**src/lpms_pkg.sv**
```systemverilog
package lpms_pkg;

  localparam int MaxFramesDef = 16;
  localparam int MaxProcsDef  = 16;

  localparam int CmdW    = 1;
  localparam int ProcW   = 4;
  localparam int AmountW = 20;
  localparam int StatusW = 3;
  localparam int AddrW   = 24;
  localparam int PageW   = 16;
  localparam int FrameW  = 4;
  localparam int CountW  = 16;
  localparam int PsW     = 16;
  localparam int FcW     = 5;

  localparam logic [CmdW-1:0] CmdDefine = 1'b0;
  localparam logic [CmdW-1:0] CmdAccess = 1'b1;

  localparam logic [StatusW-1:0] StDefined  = 3'd0;
  localparam logic [StatusW-1:0] StHit      = 3'd1;
  localparam logic [StatusW-1:0] StFaultNew = 3'd2;
  localparam logic [StatusW-1:0] StFaultEv  = 3'd3;
  localparam logic [StatusW-1:0] StInvalid  = 3'd4;
  localparam logic [StatusW-1:0] StBadProc  = 3'd5;

  localparam logic [0:0] RegPageSize   = 1'b0;
  localparam logic [0:0] RegFrameCount = 1'b1;

  // per-cell status toward the controller
  typedef struct packed {
    logic             used;
    logic [PageW-1:0] page;
  } lpms_cell_st_t;

endpackage

```
**src/lpms_cell.sv**
```systemverilog
// One recency position: holds the frame id sitting there, plus that frame's
// used flag and page. Entries shift toward the tail on promote.
module lpms_cell #(
  parameter int FrameIdxW = 4
) (
  input  logic                         clk,
  input  logic                         rst,
  input  logic [FrameIdxW-1:0]         reset_frame,
  input  logic                         shift_in_en,
  input  logic [FrameIdxW-1:0]         frame_in,
  input  lpms_pkg::lpms_cell_st_t      st_in,
  input  logic                         load_en,
  input  logic [FrameIdxW-1:0]         load_frame,
  input  lpms_pkg::lpms_cell_st_t      load_st,
  output logic [FrameIdxW-1:0]         frame_id,
  output lpms_pkg::lpms_cell_st_t      st
);

  logic [lpms_pkg::PageW-1:0] page;
  logic                       used;

  assign st.used = used;
  assign st.page = page;

  always_ff @(posedge clk) begin
    if (rst) begin
      frame_id <= reset_frame;
      used     <= 1'b0;
    end else if (load_en) begin
      frame_id <= load_frame;
      page     <= load_st.page;
      used     <= load_st.used;
    end else if (shift_in_en) begin
      frame_id <= frame_in;
      page     <= st_in.page;
      used     <= st_in.used;
    end
  end

endmodule

```
**src/lpms_divider.sv**
```systemverilog
// Restoring divider, one quotient bit per cycle.
module lpms_divider #(
  parameter int NumW = 24,
  parameter int DenW = 16
) (
  input  logic            clk,
  input  logic            rst,
  input  logic            start,
  input  logic [NumW-1:0] num,
  input  logic [DenW-1:0] den,
  output logic            done,
  output logic [NumW-1:0] quot
);

  localparam int CntW = $clog2(NumW + 1);

  logic [NumW-1:0] n_sh;
  logic [DenW:0]   rem;
  logic [DenW-1:0] d;
  logic [CntW-1:0] cnt;
  logic            busy;
  logic [DenW:0]   trial;

  assign trial = {rem[DenW-1:0], n_sh[NumW-1]};

  always_ff @(posedge clk) begin
    if (rst) begin
      busy <= 1'b0;
      done <= 1'b0;
    end else begin
      done <= !start && busy && (cnt == CntW'(1));
      if (start) begin
        busy <= 1'b1;
        n_sh <= num;
        d    <= den;
        rem  <= '0;
        cnt  <= CntW'(NumW);
        quot <= '0;
      end else if (busy) begin
        n_sh <= {n_sh[NumW-2:0], 1'b0};
        if (trial >= {1'b0, d}) begin
          rem  <= trial - {1'b0, d};
          quot <= {quot[NumW-2:0], 1'b1};
        end else begin
          rem  <= trial;
          quot <= {quot[NumW-2:0], 1'b0};
        end
        cnt <= cnt - 1'b1;
        if (cnt == CntW'(1)) begin
          busy <= 1'b0;
        end
      end
    end
  end

endmodule

```
**src/lru_paged_memory_simulator.sv**
```systemverilog
// Channel | valid    | stall     | payload
// cfg     | psel/pen | pready=1  | paddr, pwdata (page_size at 0, frame_count at 4)
// in      | in_valid | in_stall  | cmd, proc_id, amount
// out     | out_valid| out_stall | status, proc_out, address, page_number, frame,
//         |          |           | evicted_page, fault_count, call_count
// Define: result after a 24-bit serial divide (for page rounding). Table full or
// bad process: result straight from idle. Invalid offset: no divide is started.
// Access: a multiply, a 24-bit serial divide, then one position scanned per cycle
// until a match at recency position k (k < frame count).
// One transaction in flight; in_stall is high until the result is taken.
// rst is synchronous; recency chain reloads to position i = frame i.
module lru_paged_memory_simulator #(
  parameter int MAX_FRAMES = lpms_pkg::MaxFramesDef,
  parameter int MAX_PROCS  = lpms_pkg::MaxProcsDef
) (
  input  logic                            clk,
  input  logic                            rst,
  input  logic                            psel,
  input  logic                            penable,
  input  logic                            pwrite,
  input  logic [2:0]                      paddr,
  input  logic [31:0]                     pwdata,
  output logic [31:0]                     prdata,
  output logic                            pready,
  input  logic                            in_valid,
  output logic                            in_stall,
  input  logic [lpms_pkg::CmdW-1:0]       cmd,
  input  logic [lpms_pkg::ProcW-1:0]      proc_id,
  input  logic [lpms_pkg::AmountW-1:0]    amount,
  output logic                            out_valid,
  input  logic                            out_stall,
  output logic [lpms_pkg::StatusW-1:0]    status,
  output logic [lpms_pkg::ProcW-1:0]      proc_out,
  output logic [lpms_pkg::AddrW-1:0]      address,
  output logic [lpms_pkg::PageW-1:0]      page_number,
  output logic [lpms_pkg::FrameW-1:0]     frame,
  output logic [lpms_pkg::PageW-1:0]      evicted_page,
  output logic [lpms_pkg::CountW-1:0]     fault_count,
  output logic [lpms_pkg::CountW-1:0]     call_count
);

  localparam int FIW  = (MAX_FRAMES > 1) ? $clog2(MAX_FRAMES) : 1;
  localparam int PIW  = (MAX_PROCS > 1) ? $clog2(MAX_PROCS) : 1;
  localparam int PCW  = $clog2(MAX_PROCS + 1);
  localparam int POSW = $clog2(MAX_FRAMES + 1);
  localparam int PageW  = lpms_pkg::PageW;
  localparam int AddrW  = lpms_pkg::AddrW;
  localparam int CountW = lpms_pkg::CountW;

  typedef enum logic [3:0] {
    S_IDLE, S_DEF_DIV, S_DEF_WAIT, S_ACC_MUL, S_ACC_DIV, S_ACC_WAIT,
    S_SCAN, S_OUT
  } state_t;

  state_t state;

  // config
  logic [lpms_pkg::PsW-1:0] page_size;
  logic [lpms_pkg::FcW-1:0] frame_count;
  logic                     wr;

  assign pready = 1'b1;
  assign wr = psel && penable && pwrite;

  always_ff @(posedge clk) begin
    if (rst) begin
      page_size   <= lpms_pkg::PsW'(1);
      frame_count <= lpms_pkg::FcW'(4);
    end else if (wr && paddr[1:0] == 2'b00) begin
      if (paddr[2] == lpms_pkg::RegPageSize)
        page_size <= pwdata[lpms_pkg::PsW-1:0];
      else
        frame_count <= pwdata[lpms_pkg::FcW-1:0];
    end
  end

  always_comb begin
    if (paddr[2] == lpms_pkg::RegPageSize)
      prdata = {{(32-lpms_pkg::PsW){1'b0}}, page_size};
    else
      prdata = {{(32-lpms_pkg::FcW){1'b0}}, frame_count};
  end

  logic [lpms_pkg::PsW-1:0] ps;
  logic [POSW-1:0]          nfr;
  assign ps = (page_size == '0) ? lpms_pkg::PsW'(1) : page_size;
  always_comb begin
    if (frame_count == '0) nfr = POSW'(1);
    else if (32'(frame_count) > MAX_FRAMES) nfr = POSW'(MAX_FRAMES);
    else nfr = POSW'(frame_count);
  end

  // process table
  logic [PageW-1:0]                 base_mem [MAX_PROCS];
  logic [lpms_pkg::AmountW-1:0]     size_mem [MAX_PROCS];
  logic [CountW-1:0]                faults   [MAX_PROCS];
  logic [CountW-1:0]                calls    [MAX_PROCS];
  logic [PageW-1:0]                 next_free_page;
  logic [PCW-1:0]                   proc_count;

  // current transaction
  logic [PIW-1:0]               c_pid;
  logic [lpms_pkg::ProcW-1:0]   c_pid_raw;
  logic [lpms_pkg::AmountW-1:0] c_amt;
  logic [AddrW-1:0]             flat;
  logic [PageW-1:0]             c_page;
  logic [POSW-1:0]              pos;
  logic [CountW-1:0]            c_faults;
  logic [CountW-1:0]            c_calls;

  // divider
  logic            div_start, div_done;
  logic [AddrW-1:0] div_num, div_q;

  lpms_divider #(.NumW(AddrW), .DenW(lpms_pkg::PsW)) u_div (
    .clk(clk), .rst(rst), .start(div_start), .num(div_num), .den(ps),
    .done(div_done), .quot(div_q)
  );

  // recency chain
  logic [FIW-1:0]             cell_frame [MAX_FRAMES];
  lpms_pkg::lpms_cell_st_t    cell_st    [MAX_FRAMES];
  logic [MAX_FRAMES-1:0]      shift_en;
  logic [MAX_FRAMES-1:0]      load_en;
  logic [FIW-1:0]             hold_frame;
  lpms_pkg::lpms_cell_st_t    hold_st;
  lpms_pkg::lpms_cell_st_t    cur_st;
  logic [FIW-1:0]             cur_frame;

  genvar g;
  generate
    for (g = 0; g < MAX_FRAMES; g++) begin : g_cell
      if (g == 0) begin : g_head
        lpms_cell #(.FrameIdxW(FIW)) u_cell (
          .clk(clk), .rst(rst), .reset_frame(FIW'(g)),
          .shift_in_en(1'b0), .frame_in(cell_frame[g]), .st_in(cell_st[g]),
          .load_en(load_en[g]), .load_frame(hold_frame), .load_st(hold_st),
          .frame_id(cell_frame[g]), .st(cell_st[g])
        );
      end else begin : g_body
        lpms_cell #(.FrameIdxW(FIW)) u_cell (
          .clk(clk), .rst(rst), .reset_frame(FIW'(g)),
          .shift_in_en(shift_en[g]), .frame_in(cell_frame[g-1]),
          .st_in(cell_st[g-1]),
          .load_en(load_en[g]), .load_frame(hold_frame), .load_st(hold_st),
          .frame_id(cell_frame[g]), .st(cell_st[g])
        );
      end
    end
  endgenerate

  // scan reads position pos through a mux (one per cycle)
  logic [FIW-1:0] pos_idx;
  assign pos_idx = pos[FIW-1:0];
  assign cur_st    = cell_st[pos_idx];
  assign cur_frame = cell_frame[pos_idx];

  logic promote;
  logic [lpms_pkg::StatusW-1:0] p_status;
  logic [PageW-1:0]             p_evict;
  logic                         p_used_last;

  always_comb begin
    promote = 1'b0;
    p_status = lpms_pkg::StHit;
    p_evict  = '0;
    hold_st.used = 1'b1;
    hold_st.page = c_page;
    hold_frame = cur_frame;
    p_used_last = (pos == nfr - 1'b1);
    if (state == S_SCAN) begin
      if (!cur_st.used) begin
        promote = 1'b1;
        p_status = lpms_pkg::StFaultNew;
      end else if (cur_st.page == c_page) begin
        promote = 1'b1;
        p_status = lpms_pkg::StHit;
      end else if (p_used_last) begin
        promote = 1'b1;
        p_status = lpms_pkg::StFaultEv;
        p_evict = cur_st.page;
      end
    end
    for (int i = 0; i < MAX_FRAMES; i++) begin
      shift_en[i] = promote && (POSW'(i) <= pos) && (i != 0);
      load_en[i]  = promote && (i == 0);
    end
  end

  // ceil(amount/ps) computed as (amount+ps-1)/ps
  logic [AddrW-1:0] def_num;
  logic [PageW:0]   np_sum;
  logic [31:0]      mul_p;
  logic [PageW-1:0] acc_page;
  assign def_num = AddrW'(c_amt) + AddrW'(ps) - AddrW'(1);
  assign np_sum = {1'b0, next_free_page} + ((div_q > AddrW'(16'hFFFF))
                  ? 17'h0FFFF : (PageW+1)'(div_q));
  assign mul_p = 32'(base_mem[c_pid]) * 32'(ps);
  // (base*ps + amount) / ps == base + amount / ps
  assign acc_page = base_mem[c_pid] + div_q[PageW-1:0];

  assign in_stall = (state != S_IDLE);

  always_ff @(posedge clk) begin
    if (rst) begin
      div_start <= 1'b0;
    end else begin
      div_start <= (state == S_DEF_DIV) ||
                   (state == S_ACC_DIV && c_amt <= size_mem[c_pid]);
    end
  end

  always_ff @(posedge clk) begin
    if (rst) begin
      state <= S_IDLE;
      out_valid <= 1'b0;
      next_free_page <= '0;
      proc_count <= '0;
      for (int i = 0; i < MAX_PROCS; i++) begin
        faults[i] <= '0;
        calls[i]  <= '0;
      end
    end else begin
      case (state)
        S_IDLE: begin
          if (in_valid) begin
            c_pid_raw <= proc_id;
            c_pid <= PIW'(proc_id);
            c_amt <= amount;
            address <= '0; page_number <= '0;
            frame <= '0; evicted_page <= '0; fault_count <= '0; call_count <= '0;
            if (cmd == lpms_pkg::CmdDefine) begin
              proc_out <= '0;
              if (32'(proc_count) >= MAX_PROCS) begin
                status <= lpms_pkg::StBadProc;
                out_valid <= 1'b1;
                state <= S_OUT;
              end else begin
                state <= S_DEF_DIV;
              end
            end else if (32'(proc_id) >= 32'(proc_count)) begin
              status <= lpms_pkg::StBadProc;
              proc_out <= proc_id;
              out_valid <= 1'b1;
              state <= S_OUT;
            end else begin
              state <= S_ACC_MUL;
            end
          end
        end
        S_DEF_DIV: begin
          div_num <= def_num;
          state <= S_DEF_WAIT;
        end
        S_DEF_WAIT: begin
          if (div_done) begin
            base_mem[PIW'(proc_count)] <= next_free_page;
            size_mem[PIW'(proc_count)] <= c_amt;
            faults[PIW'(proc_count)] <= '0;
            calls[PIW'(proc_count)] <= '0;
            status <= lpms_pkg::StDefined;
            proc_out <= lpms_pkg::ProcW'(proc_count);
            address <= AddrW'(32'(next_free_page) * 32'(ps));
            page_number <= next_free_page;
            next_free_page <= np_sum[PageW] ? 16'hFFFF : np_sum[PageW-1:0];
            proc_count <= proc_count + 1'b1;
            out_valid <= 1'b1;
            state <= S_OUT;
          end
        end
        S_ACC_MUL: begin
          flat <= AddrW'(mul_p) + AddrW'(c_amt);
          c_calls <= (calls[c_pid] == '1) ? calls[c_pid] : calls[c_pid] + 1'b1;
          c_faults <= faults[c_pid];
          state <= S_ACC_DIV;
        end
        S_ACC_DIV: begin
          calls[c_pid] <= c_calls;
          proc_out <= c_pid_raw;
          address <= flat;
          call_count <= c_calls;
          if (c_amt > size_mem[c_pid]) begin
            status <= lpms_pkg::StInvalid;
            fault_count <= c_faults;
            out_valid <= 1'b1;
            state <= S_OUT;
          end else begin
            div_num <= AddrW'(c_amt);
            state <= S_ACC_WAIT;
          end
        end
        S_ACC_WAIT: begin
          if (div_done) begin
            c_page <= acc_page;
            page_number <= acc_page;
            pos <= '0;
            state <= S_SCAN;
          end
        end
        S_SCAN: begin
          if (promote) begin
            status <= p_status;
            frame <= lpms_pkg::FrameW'(cur_frame);
            evicted_page <= p_evict;
            if (p_status != lpms_pkg::StHit) begin
              c_faults <= (c_faults == '1) ? c_faults : c_faults + 1'b1;
              faults[c_pid] <= (c_faults == '1) ? c_faults : c_faults + 1'b1;
              fault_count <= (c_faults == '1) ? c_faults : c_faults + 1'b1;
            end else begin
              fault_count <= c_faults;
            end
            out_valid <= 1'b1;
            state <= S_OUT;
          end else begin
            pos <= pos + 1'b1;
          end
        end
        S_OUT: begin
          if (!out_stall) begin
            out_valid <= 1'b0;
            state <= S_IDLE;
          end
        end
        default: state <= S_IDLE;
      endcase
    end
  end

endmodule

```
**config.mk**
```make
export PLATFORM = sky130hd
export DESIGN_NAME = lru_paged_memory_simulator
export DESIGN_NICKNAME = d
export VERILOG_FILES = /design/src/lpms_pkg.sv /design/src/lpms_cell.sv /design/src/lpms_divider.sv /design/src/lru_paged_memory_simulator.sv
export SDC_FILE = /design/constraint.sdc
export NUM_CORES = 2
export LEC_CHECK = 0
export BUFFER_PORTS_ARGS = -buffer_cell sky130_fd_sc_hd__buf_2
export CORE_UTILIZATION = 30
export DETAILED_ROUTE_END_ITERATION = 12
export PLACE_DENSITY_LB_ADDON = 0.25
export SETUP_SLACK_MARGIN = 0.2
export SYNTH_ARGS = -nofsm -noshare
export SYNTH_HDL_FRONTEND = slang
export SYNTH_SLANG_ARGS = --single-unit
```
**constraint.sdc**
```tcl
create_clock -name clk -period 12.05 [get_ports clk]
set_clock_uncertainty 0.1 [all_clocks]
set_input_delay 0 -clock clk [delete_from_list [all_inputs] [get_ports clk]]
set_output_delay 0 -clock clk [all_outputs]
set_load 0.05 [all_outputs]
```
# Word-level counts from Yosys, hierarchy flattened

Memory sizes are Yosys's and may differ from the RTL's. A register that Yosys moved wholly into a read port is not among the register bits.
Cells that the tools add are included.

Memories kept: 4
Input bits: 67
Logic and storage cells: 344
Bits in writable memories: 1088
Register bits: 695

Memories:

| memory   | depth | bits a word | rd ports | clocked after memory_dff | write ports | line                             | RTL |
|---|---|---|---|---|---|---|---|
| size_mem | 16    | 20          | 1        | 1                        | 1           | lru_paged_memory_simulator.sv:95 | `logic [lpms_pkg::AmountW-1:0] size_mem [MAX_PROCS];` |
| base_mem | 16    | 16          | 1        | 1                        | 1           | lru_paged_memory_simulator.sv:94 | `logic [PageW-1:0] base_mem [MAX_PROCS];` |
| calls    | 16    | 16          | 1        | 1                        | 16          | lru_paged_memory_simulator.sv:97 | `logic [CountW-1:0] calls [MAX_PROCS];` |
| faults   | 16    | 16          | 1        | 1                        | 16          | lru_paged_memory_simulator.sv:96 | `logic [CountW-1:0] faults [MAX_PROCS];` |

Bitwise logic cells: 3
$add $sub $neg: 12
Multipliers: 2
Reduce and logical (&&, ||, !) cells: 79
Mux-type cells: 120
Order comparisons: 23
Equal/unequal tests: 23

Operator list:

| cell                  | count |
|---|---|
| $mux 16               | 21 |
| $mux 24               | 6 |
| $pmux 16 s2           | 3 |
| $pmux 16 s3           | 2 |
| $mux 4                | 22 |
| $pmux 24 s3           | 1 |
| $bmux 17 s4           | 1 |
| $reduce_or 16->1      | 4 |
| $mux 17               | 3 |
| $mul 16x16->24        | 2 |
| $pmux 24 s2           | 1 |
| $reduce_and 2->1      | 22 |
| $le 4x5->1 const A    | 8 |
| $mux 1                | 34 |
| $add 16x1->16 const B | 2 |
| $eq 16x16->1 const B  | 2 |
| $pmux 4 s8            | 1 |
| $mux 3                | 9 |
| $mux 5                | 5 |
| $add 24x20->24        | 1 |
| $gt 24x16->1 const B  | 1 |
| $sub 21x1->22 const B | 1 |
| $add 20x16->21        | 1 |
| $logic_and 1x1->1     | 21 |
| 47 further kinds      | 88 |

# Depth between registers and ports, before layout

Depth in word-level cells: 17
Mapped depth: 33

# Cells and area by module

Synthesis repeated with hierarchy kept, for this count alone.

Cells, all modules: 7044
Area total of the unflattened synthesis: 97696.2 µm²

Modules (own cells, without submodules):

| module                     | cells each | sequential area each (µm²) | times used | area each (µm²) |
|---|---|---|---|---|
| lru_paged_memory_simulator | 5743       | 40358.7                    | 1          | 76774.9 |
| lpms_cell                  | 61         | 620.6                      | 16         | 1039.7 |
| lpms_divider               | 325        | 2592.5                     | 1          | 4285.4 |

# Worst setup path after synthesis

No wires, ideal clock.

Path kind: reg2reg
Start: reg (tool-made name)
End: reg flat[22] (data pin)
Path buffers: 6
Data arrival time: 7.552 ns
Setup slack: 4.136 ns
Setup time: 0.262 ns
Cell stages (with the launch flop): 30
Data required time: 11.688 ns
Cells stage by stage: dfxtp_1 -> buf_4 -> buf_4 -> buf_4 -> buf_6 -> buf_2 -> buf_2 -> mux4_2 -> mux4_2 -> and2_1 -> fa_1 -> inv_1 -> fa_1 -> inv_1 -> ha_1 -> fa_1 -> inv_1 -> fa_1 -> fa_1 -> inv_1 -> ha_1 -> or3_1 -> nor2_1 -> o21ai_0 -> o211ai_1 -> o21ai_0 -> o31a_1 -> a221oi_1 -> a21oi_1 -> xor2_1

RTL lines:

| element              | line                              | RTL |
|---|---|---|
| end signal, assigned | lru_paged_memory_simulator.sv:272 | `flat <= AddrW'(mul_p) + AddrW'(c_amt);` |
| end, declared        | lru_paged_memory_simulator.sv:105 | `logic [AddrW-1:0] flat;` |

==> results.json <==
{
  "synthDistinctLibCells": 86,
  "slew_headroom_pct": 7.72,
  "grt_antenna_before_repair": 17,
  "top_signal_layer_used": "met5",
  "synth_seq_area_share_pct": 56.6,
  "viasPerCell": 4.98,
  "worst_slew_pin_slew_ps": 1370,
  "clkLatencyLatePin_ps": 890,
  "timing.final.hold_violations": 0,
  "postSynth.asyncResetShare_pct": 0,
  "setup_tns_ps": 0,
  "critPathMaxFanout": 42,
  "achievable-frequency_ghz": 0.117,
  "leakagePower_nw": 38.2,
  "cp_most_frequent_cell": "fa_1",
  "number_of_setup_violations_in_the_final_report": 0,
  "rows": 203,
  "ys.flop_type": "edfxtp_1",
  "synth.ff_latch_count": 1784,
  "global_route_congestion_overflow_total": 0,
  "via_count": 56300,
  "max_stage_delay_ps": 900,
  "maxCapViolCount": 0,
  "cts_made_buffers": 200,
  "finish.instance_area_um2": 105000,
  "cp-end-kind": "flop",
  "crit_type": "reg -> reg",
  "die_y_um": 557,
  "drive_above_1_share_pct": 16.4,
  "crit_buf_inv": 5,
  "multi_input_comb_area_um2": 36300,
  "cts_num_sinks": 1784,
  "floorplan.initialDensity_pct": 30.2,
  "route.detailed.drc": 0,
  "met3RoutedLength_um": 15800,
  "core_area_um2": 306000,
  "cts.htree.levels": 4,
  "gp_congestion": 0.818,
  "final_cells": 11300,
  "routed_wirelength_um": 268000,
  "clk_pin_slew_ps": 60,
  "io-pin-count": 201,
  "worstHoldPathType": "in -> reg",
  "placement.cell_area_um2": 98200,
  "flow.area_growth_from_synthesis_pct": 14.2,
  "route.detailed.wl_per_inst_um": 23.7,
  "cts_tree": "done",
  "synth_cells": 6809,
  "num-fill-cells": 29900,
  "crit_required_ps": 12510,
  "worstPathCellList": "buf_4 > mux4_2 > mux4_2 > and2_1 > fa_1 > inv_1 > fa_1 > inv_1 > ha_1 > inv_1 > fa_1 > inv_1 > fa_1 > fa_1 > ha_1 > or3_1 > nor2_1 > a211oi_1 > o32ai_1 > o21ai_0 > a41oi_1 > nor2b_1 > xnor2_1",
  "drv_slew": 0,
  "first_global_vias": 58300,
  "post_synthesis_instance_area_um2": 92300,
  "first_pass_grt_wire_length_um": 395000,
  "drt_pass1_iterations": 8,
  "postRouteAntennaNets": 0,
  "vdd.ir_drop.worst_mv": 0.124,
  "clockRootBuffer": "clkbuf_16",
  "met2RoutedLength_um": 127000,
  "die_width_um": 557,
  "final-seq-area_um2": 52300,
  "fp.dieArea_um2": 310000,
  "cts.path.max_buffers": 4,
  "commonest_non_fill_non_tap_cell_in_the_layout": "edfxtp_1",
  "critPathSlowestCell": "dfxtp_4",
  "syn_warnings": 0,
  "crit_path_start_kind": "flop",
  "synthesis.area_per_instance_um2": 13.5,
  "placement.io_buffers": 167,
  "place.detailed.hpwl_um": 176000,
  "pwr_density_cell_nw_per_um2": 160,
  "run_status": "finished clean",
  "critPathArrivalTime_ps": 8970,
  "detailedRoute.firstIterationViolations": 4878,
  "dpl.cell_count": 10800,
  "post-route-period-util_pct": 70.6,
  "grt_setup_unrepaired": "no",
  "synth_enable_flop_cells": 1651,
  "crit_family": "adder cells",
  "layout.cells.most_common_list": "1651 x edfxtp_1, 731 x nor2_1, 627 x nand2_1",
  "grt_max_degree": 108,
  "wl_met1_um": 119000,
  "nets": 7727,
  "grt_util_all_layers_pct": 17.2,
  "shortest_clock_period_the_worst_path_allows_after_layout_ps": 8510
}
[metrics by stage]
stage          setup WS [ps]  util [%]  power (mW)  hold WS, ps
4_1_cts                 3370      34.4        17.0         9.29
2_1_floorplan           4140         -        9.84        -1.13
5_1_grt                 2990      34.4        17.5         22.2
3_5_place_dp            3400      32.1        11.0         81.0
3_3_place_gp            3390      32.1        11.0         84.4
6_report                3540      34.4        16.8         34.5
[layer usage]
| metal | up-vias | track usage [%] |
|---|---|---|
| met4 | 2 | 4.04 |
| met1 | 29400 | 23.8 |
| met3 | 361 | 2.51 |
| met5 | - | 0 |
| met2 | 1737 | 28.4 |
| li1 | 24700 | - |
[state kept, by name, summed over array words and instances, names as in the netlist, 20 cells and up, named ones only]
register and cells:
address 24, base_mem 256, c_amt 20, calls 256, div_num 22, faults 256
flat 24, g_cell.g_body.u_cell.frame_id 60, g_cell.g_body.u_cell.page 240, size_mem 320, u_div.n_sh 24, u_div.quot 24
[kinds of logic (layout without fill, tap and decap cells)]
family / count (synthesis) / in the layout / share of synthesized area (%)
buffers and inverters: 1039 / 1410 / 4.51
other: 2 / 20 / 0.00814
multiplexers: 609 / 609 / 12.0
adder cells (fa/ha/maj): 620 / 620 / 11.3
AO/OA/AOI/OAI: 599 / 599 / 4.25
XOR/XNOR: 176 / 176 / 1.69
AND/OR/NAND/NOR: 1980 / 1980 / 9.58
flip-flops: 1784 / 1784 / 56.6
[final timing paths]
kind                            cells after the start  slack, ps                       startpoint                         endpoint
worst max register to register                     23       3540                             flop                         flat[21]
worst min register to register                      0        320  g_cell[6].g_body.u_cell.page[4]  g_cell[7].g_body.u_cell.page[4]
worst max-delay path                               23       3540                             flop                         flat[21]
worst min-delay path                                3         30                       proc_id[1]                             flop
[where the power goes]
part / internal [mW] / leakage [nW] / switching, mW
sequential: 7.24 / 17.1 / 0.228
clock: 3.38 / 3.00 / 2.54
combinational: 1.18 / 18.0 / 2.25
[layout make-up]
cell class,instances,area share [%]
Tap cell,4100,4.87
Clock buffer,254,5.01
Sequential cell,1784,49.6
Clock inverter,103,0.884
Multi-Input combinational cell,4001,34.5
Antenna cell,3,0.00713
Timing Repair Buffer,433,2.94
Inverter,620,2.21
[cell usage after synthesis (27+ instances only)]
cell	instances	share of area [%]
nand2b_1	34	0.23
nor2b_1	54	0.37
a211oi_1	29	0.24
xor2_1	61	0.58
a22o_1	31	0.29
nand2_1	629	2.6
nand3_1	64	0.35
or3_1	31	0.21
or2_2	28	0.19
edfxtp_1	1651	54
mux2i_1	167	1.8
inv_1	615	2.5
buf_2	64	0.35
and2_1	196	1.3
dfxtp_1	133	2.9
and3_1	29	0.20
nor3_1	93	0.50
nor2_1	751	3.1
ha_1	260	3.5
xnor2_1	114	1.1
o211ai_1	31	0.25
buf_4	31	0.25
o21ai_0	124	0.67
fa_1	360	7.8
clkbuf_1	293	1.2
mux2_2	49	0.60
a21o_1	27	0.22
a21oi_1	174	0.94
mux4_2	393	9.6
[worst reg2reg max path, stage by stage, from the launching register on]
cell,delay (ps)
dfxtp_4,900
buf_4,570
mux4_2,590
mux4_2,780
and2_1,310
fa_1,530
inv_1,60
fa_1,470
inv_1,60
ha_1,130
inv_1,40
fa_1,480
inv_1,60
fa_1,550
fa_1,420
ha_1,200
or3_1,350
nor2_1,150
a211oi_1,120
o32ai_1,580
o21ai_0,210
a41oi_1,300
nor2b_1,200
xnor2_1,70
[repair_timing]
item / CTS / global route
gates resized for setup: 0 / 0
hold buffers: 94 / 0
endpoints found under the hold margin: 215 / 0
buffers inserted: 0 / 0
Power figures use the tool's default switching activity.
